--- config.mk ---
export PLATFORM = sky130hd
export DESIGN_NAME = hbcl_cell
export DESIGN_NICKNAME = d
export VERILOG_FILES = /design/src/rtl/hbcl_pkg.sv /design/src/rtl/hbcl_cell.sv
export SDC_FILE = /design/constraint.sdc
export NUM_CORES = 1
export LEC_CHECK = 0
export BUFFER_PORTS_ARGS = -buffer_cell sky130_fd_sc_hd__clkbuf_2
export CAP_MARGIN = 20
export CORE_AREA = 3 3 143 145
export CTS_CLUSTER_DIAMETER = 50
export DETAILED_ROUTE_END_ITERATION = 16
export DIE_AREA = 0 0 146 148
export GPL_TIMING_DRIVEN = 0
export MAX_ROUTING_LAYER = met4
export PLACE_DENSITY = 0.75
export SYNTH_ARGS = -nofsm -noshare
export SYNTH_HDL_FRONTEND = slang
export SYNTH_SLANG_ARGS = --single-unit
--- constraint.sdc ---
create_clock -name clk -period 3.4 [get_ports clk]
set_input_delay 0.68 -clock clk [delete_from_list [all_inputs] [get_ports clk]]
set_output_delay 0.68 -clock clk [all_outputs]
set_load 0.01 [all_outputs]
--- src/rtl/hbcl_pkg.sv ---
`timescale 1ns / 1ps
// ----------------------------------------------------------------------------
// hbcl_pkg
// shared types, codes and widths of the hashed block cache directory
// ----------------------------------------------------------------------------
package hbcl_pkg;

  localparam int DEF_BUFFERS     = 32;
  localparam int DEF_NUM_BUCKETS = 13;

  localparam int IDX_W   = 8;   // covers the largest entry count
  localparam int DEV_W   = 8;
  localparam int BLK_W   = 32;
  localparam int CNT_W   = 8;
  localparam int STAMP_W = 32;
  localparam int BKT_W   = 6;   // covers the largest bucket count

  localparam logic [CNT_W-1:0] CNT_MAX = 8'd255;

  localparam logic [1:0] CMD_GET     = 2'd0;
  localparam logic [1:0] CMD_RELEASE = 2'd1;
  localparam logic [1:0] CMD_PIN     = 2'd2;
  localparam logic [1:0] CMD_UNPIN   = 2'd3;

  localparam logic [1:0] ST_OK     = 2'd0;
  localparam logic [1:0] ST_NOFREE = 2'd1;
  localparam logic [1:0] ST_UNDER  = 2'd2;
  localparam logic [1:0] ST_SAT    = 2'd3;

  // request seen by every cell
  typedef struct packed {
    logic [DEV_W-1:0] dev;
    logic [BLK_W-1:0] blk;
    logic [BKT_W-1:0] home;
    logic [IDX_W-1:0] tgt;
  } req_t;

  // running search record handed along the chain
  typedef struct packed {
    logic               hit;
    logic [IDX_W-1:0]   hit_idx;
    logic [CNT_W-1:0]   hit_cnt;
    logic               hit_valid;
    logic               hb_ok;
    logic [IDX_W-1:0]   hb_idx;
    logic [STAMP_W-1:0] hb_stamp;
    logic               ob_ok;
    logic [IDX_W-1:0]   ob_idx;
    logic [STAMP_W-1:0] ob_stamp;
    logic [CNT_W-1:0]   tgt_cnt;
  } scan_rec_t;

  // write-back broadcast to the cells
  typedef struct packed {
    logic               en;
    logic [IDX_W-1:0]   idx;
    logic [CNT_W-1:0]   cnt;
    logic               stamp_en;
    logic [STAMP_W-1:0] stamp;
    logic               key_en;
    logic [DEV_W-1:0]   dev;
    logic [BLK_W-1:0]   blk;
    logic [BKT_W-1:0]   bucket;
    logic               valid_en;
  } wb_t;

endpackage

--- src/rtl/hbcl_cell.sv ---
`timescale 1ns / 1ps
// ----------------------------------------------------------------------------
// hbcl_cell
// one directory entry plus one stage of the search chain
// ----------------------------------------------------------------------------
module hbcl_cell import hbcl_pkg::*; #(
  parameter int MY_IDX      = 0,
  parameter int NUM_BUCKETS = DEF_NUM_BUCKETS
) (
  input  logic      clk,
  input  logic      rst_n,
  input  req_t      req,
  input  wb_t       wb,
  input  scan_rec_t rec_in,
  output scan_rec_t rec_out
);

  localparam logic [IDX_W-1:0] ME        = IDX_W'(MY_IDX);
  localparam logic [BKT_W-1:0] RST_BKT   = BKT_W'(MY_IDX % NUM_BUCKETS);

  logic [DEV_W-1:0]   dev_r;
  logic [BLK_W-1:0]   blk_r;
  logic [CNT_W-1:0]   cnt_r;
  logic [STAMP_W-1:0] stamp_r;
  logic               valid_r;
  logic [BKT_W-1:0]   bkt_r;
  scan_rec_t          rec_r;
  scan_rec_t          rec_nxt;

  logic in_home, is_free, mine;

  always_comb begin
    in_home = (bkt_r == req.home);
    is_free = (cnt_r == '0);
    rec_nxt = rec_in;
    if (!rec_in.hit && in_home && dev_r == req.dev && blk_r == req.blk) begin
      rec_nxt.hit       = 1'b1;
      rec_nxt.hit_idx   = ME;
      rec_nxt.hit_cnt   = cnt_r;
      rec_nxt.hit_valid = valid_r;
    end
    // strict compare keeps the lowest index on equal stamps
    if (is_free && in_home && (!rec_in.hb_ok || stamp_r < rec_in.hb_stamp)) begin
      rec_nxt.hb_ok    = 1'b1;
      rec_nxt.hb_idx   = ME;
      rec_nxt.hb_stamp = stamp_r;
    end
    if (is_free && !in_home && (!rec_in.ob_ok || stamp_r < rec_in.ob_stamp)) begin
      rec_nxt.ob_ok    = 1'b1;
      rec_nxt.ob_idx   = ME;
      rec_nxt.ob_stamp = stamp_r;
    end
    if (req.tgt == ME) begin
      rec_nxt.tgt_cnt = cnt_r;
    end
  end

  assign mine    = wb.en && (wb.idx == ME);
  assign rec_out = rec_r;

  always_ff @(posedge clk) begin
    rec_r <= rec_nxt;
    if (!rst_n) begin
      dev_r   <= '0;
      blk_r   <= '0;
      cnt_r   <= '0;
      stamp_r <= '0;
      valid_r <= 1'b0;
      bkt_r   <= RST_BKT;
    end else if (mine) begin
      cnt_r <= wb.cnt;
      if (wb.stamp_en) stamp_r <= wb.stamp;
      if (wb.valid_en) valid_r <= 1'b1;
      if (wb.key_en) begin
        dev_r <= wb.dev;
        blk_r <= wb.blk;
        bkt_r <= wb.bucket;
      end
    end
  end

endmodule

==> impl_metrics.tcl <==
set metrics [dict create \
    relSlewSlack_pct 52.8 \
    layout_commonest_cell "clkbuf_2" \
    cts_buffers 17 \
    io_buffers 368 \
    clk_latency_ps 430 \
    power_density_mw_per_mm2 421 \
    grt_max_degree 19 \
    die_area_mm2 0.0216 \
    crit_top_cell "a211o_1" \
    drc 0 \
    ys_top_cells_by_area "dfxtp_1 45%, ha_1 9.0%, nand2_1 8.1%, a21boi_0 7.5%, mux2_2 6.5%" \
    hold_path.class "in2reg" \
    antenna_found_initial 0 \
    postLayoutCoreUtil_pct 59.0 \
    setup_viol 0 \
    syn_nets 1222 \
    cp_max_fo 10 \
    synthFlopType "dfxtp_1" \
    grt_use_met1_pct 28.4 \
    clkTransAtPathRegs_ps 80 \
    period_minus_slack_ps 2830 \
    track_usage_pct 24.3 \
    p_leak_nw 5.54 \
    drt_iter0_markers 277 \
    routed_wl_um 26100 \
    hold_viol 0 \
    path_buf_inv 3 \
    start_util_pct 44.7 \
    power_frac_clock_pct 42.2 \
    final_area_mm2 0.0114 \
    cts_hold_buf 0 \
    pwr-share-comb_pct 8.9 \
    fmax_mhz 353 \
    place.gp.congestion 0.891 \
    gr-total-overflow 0 \
    fp-row-count 51 \
    status "finished clean" \
    critPathSlowestCell "a311oi_4" \
    use_met3_pct 5.36 \
    vias 7550 \
    slowest_delay_ps 420 \
    top_usage_layer "met2" \
    antenna_left 0 \
    drv_slew 0 \
    synth_top_area_share_pct 45.1 \
    io_pins 370 \
    tns_ps 0 \
    peakVddDrop_uv 329 \
    cts_tree "yes" \
    min_period_over_period_pct 83.3 \
    nets 1609 \
    end_kind "register" \
    avgSynthCellArea_um2 9.63 \
    tightestPinTransition_ps 708 \
    synth_top_cell_by_area "dfxtp_1" \
    area_delta_synth_final_pct 31.9 \
    cts_resized 0 \
    synthArstFlopShare_pct 0 \
    drt_pass1_iterations 4 \
    fin_worst_skew_ps 10.2 \
    htree_levels 4 \
    critical_path_class "in2reg" \
    grt_pass1_wl_um 40100 \
    synth_cell_types 40 \
    clock-sinks 195 \
    place_hpwl_um 21100 \
    seqPwrFrac_pct 48.9 \
    switching_share_pct 24.6 \
    cts_root_buffer "clkbuf_16" \
    die_w_um 146 \
    p_int_mw 3.62 \
    use_met2_pct 42.4 \
    maxCapViolCount 0 \
    worst_ep_arrival_time_ps 3130 \
    synth-edff-count 0 \
    clock_tree.buffer_depth 2 \
    ys_ff_latch 195 \
    dpl-instance-area_mm2 0.0108 \
    synthCells 898 \
    core_area_mm2 0.0193 \
    wire_per_inst_um 16.7 \
    first_global_vias 7735 \
    fillers 1760 \
    die_h_um 148 \
    drive_gt1_share_pct 35.5 \
    start_kind "primary input" \
    post_cts_buffers 0 \
    crit_chain "clkbuf_2 -> inv_1 -> ha_1 -> a211o_1 -> a31oi_1 -> o221ai_1 -> a211o_1 -> a311oi_4 -> buf_6 -> mux2_1" \
    yosysSeqAreaShare_pct 45.1 \
    p_sw_mw 1.18 \
    rsz0062_at_grt "false" \
    syn_area_mm2 0.00865 \
    mostFrequentLayoutCells "368 x clkbuf_2, 195 x dfxtp_1, 186 x nand2_1, 87 x a21boi_0, 66 x inv_1" \
    worstPathRequired_ps 3700 \
    via_per_inst 4.83 \
    num_antenna_cells 0 \
    path_delay_family "compound AO/OA/AOI/OAI gates" \
    yosys_warnings 0 \
]
[synth_stat cells, drive strengths merged, types with 7 or more instances]
cell type,count
nand4,15
nor2,7
nor2b,18
ha,62
xnor2,17
buf,8
mux2,81
xor2,26
nor4,14
a21oi,25
nand3,10
clkbuf,27
nand2,186
inv,66
dfxtp,195
a21boi,87
o21ai,8
and2,10
[cells by family after synthesis]
group                    after synthesis  share of synthesized area [%]
multiplexers                          81                           10.5
XOR/XNOR                              43                           4.35
buffers and inverters                101                           4.87
adder cells (fa/ha/maj)               62                           8.97
flip-flops                           195                           45.1
AO/OA/AOI/OAI                        144                           12.0
AND/OR/NAND/NOR                      272                           14.1
[power by group through the flow]
stage               clock network (mW)  logic [mW]  registers [mW]
detailed placement                   0       0.428            2.40
finish                            2.02       0.429            2.35
floorplan                            0       0.140            2.43
global route                      2.16       0.470            2.35
CTS                               2.06       0.432            2.35
global placement                     0       0.423            2.40
[flip-flops by register name (all words and copies together) (netlist names)]
register / flops
stamp_r: 32
dev_r: 8
valid_r: 1
cnt_r: 8
blk_r: 32
rec_out: 108
bkt_r: 6
[area by class of cell]
class                           count  area, um2  share of cell area (%)
Tap cell                          265        332                    2.91
Multi-Input combinational cell    602       4330                    37.9
Sequential cell                   195       3900                    34.2
Clock inverter                     13        145                    1.27
Buffer                             35        174                    1.52
Inverter                           66        248                    2.17
Timing Repair Buffer              368       1840                    16.1
Clock buffer                       19        443                    3.88
[final timing paths]
kind | from | slack [ps] | cells past startpoint | endpoint
setup / recovery | rec_in[51] | 570 | 10 | rec_out[65]
hold / removal | rec_in[100] | 440 | 2 | rec_out[100]
setup reg to reg | stamp_r[2] | 600 | 8 | rec_out[65]
hold reg to reg | dev_r[1] | 470 | 2 | dev_r[1]
[metrics by stage]
stage                     hold slack, ps  power (mW)  setup slack (ps)  instances
after floorplan                      443        2.57               595        898
after global placement               457        2.82               151       1531
after detailed placement             462        2.83               161       1531
after CTS                            426        4.84               600       1563
after global routing                 424        4.98               537       1563
final                                445        4.80               569       1563
[metal layers]
layer  share of wire, %  wire (um)
met1                 42      10900
met2                 50      13100
met3                6.3       1640
met4                2.2        583
met5                  0          0
Power figures use the tool's default switching activity.
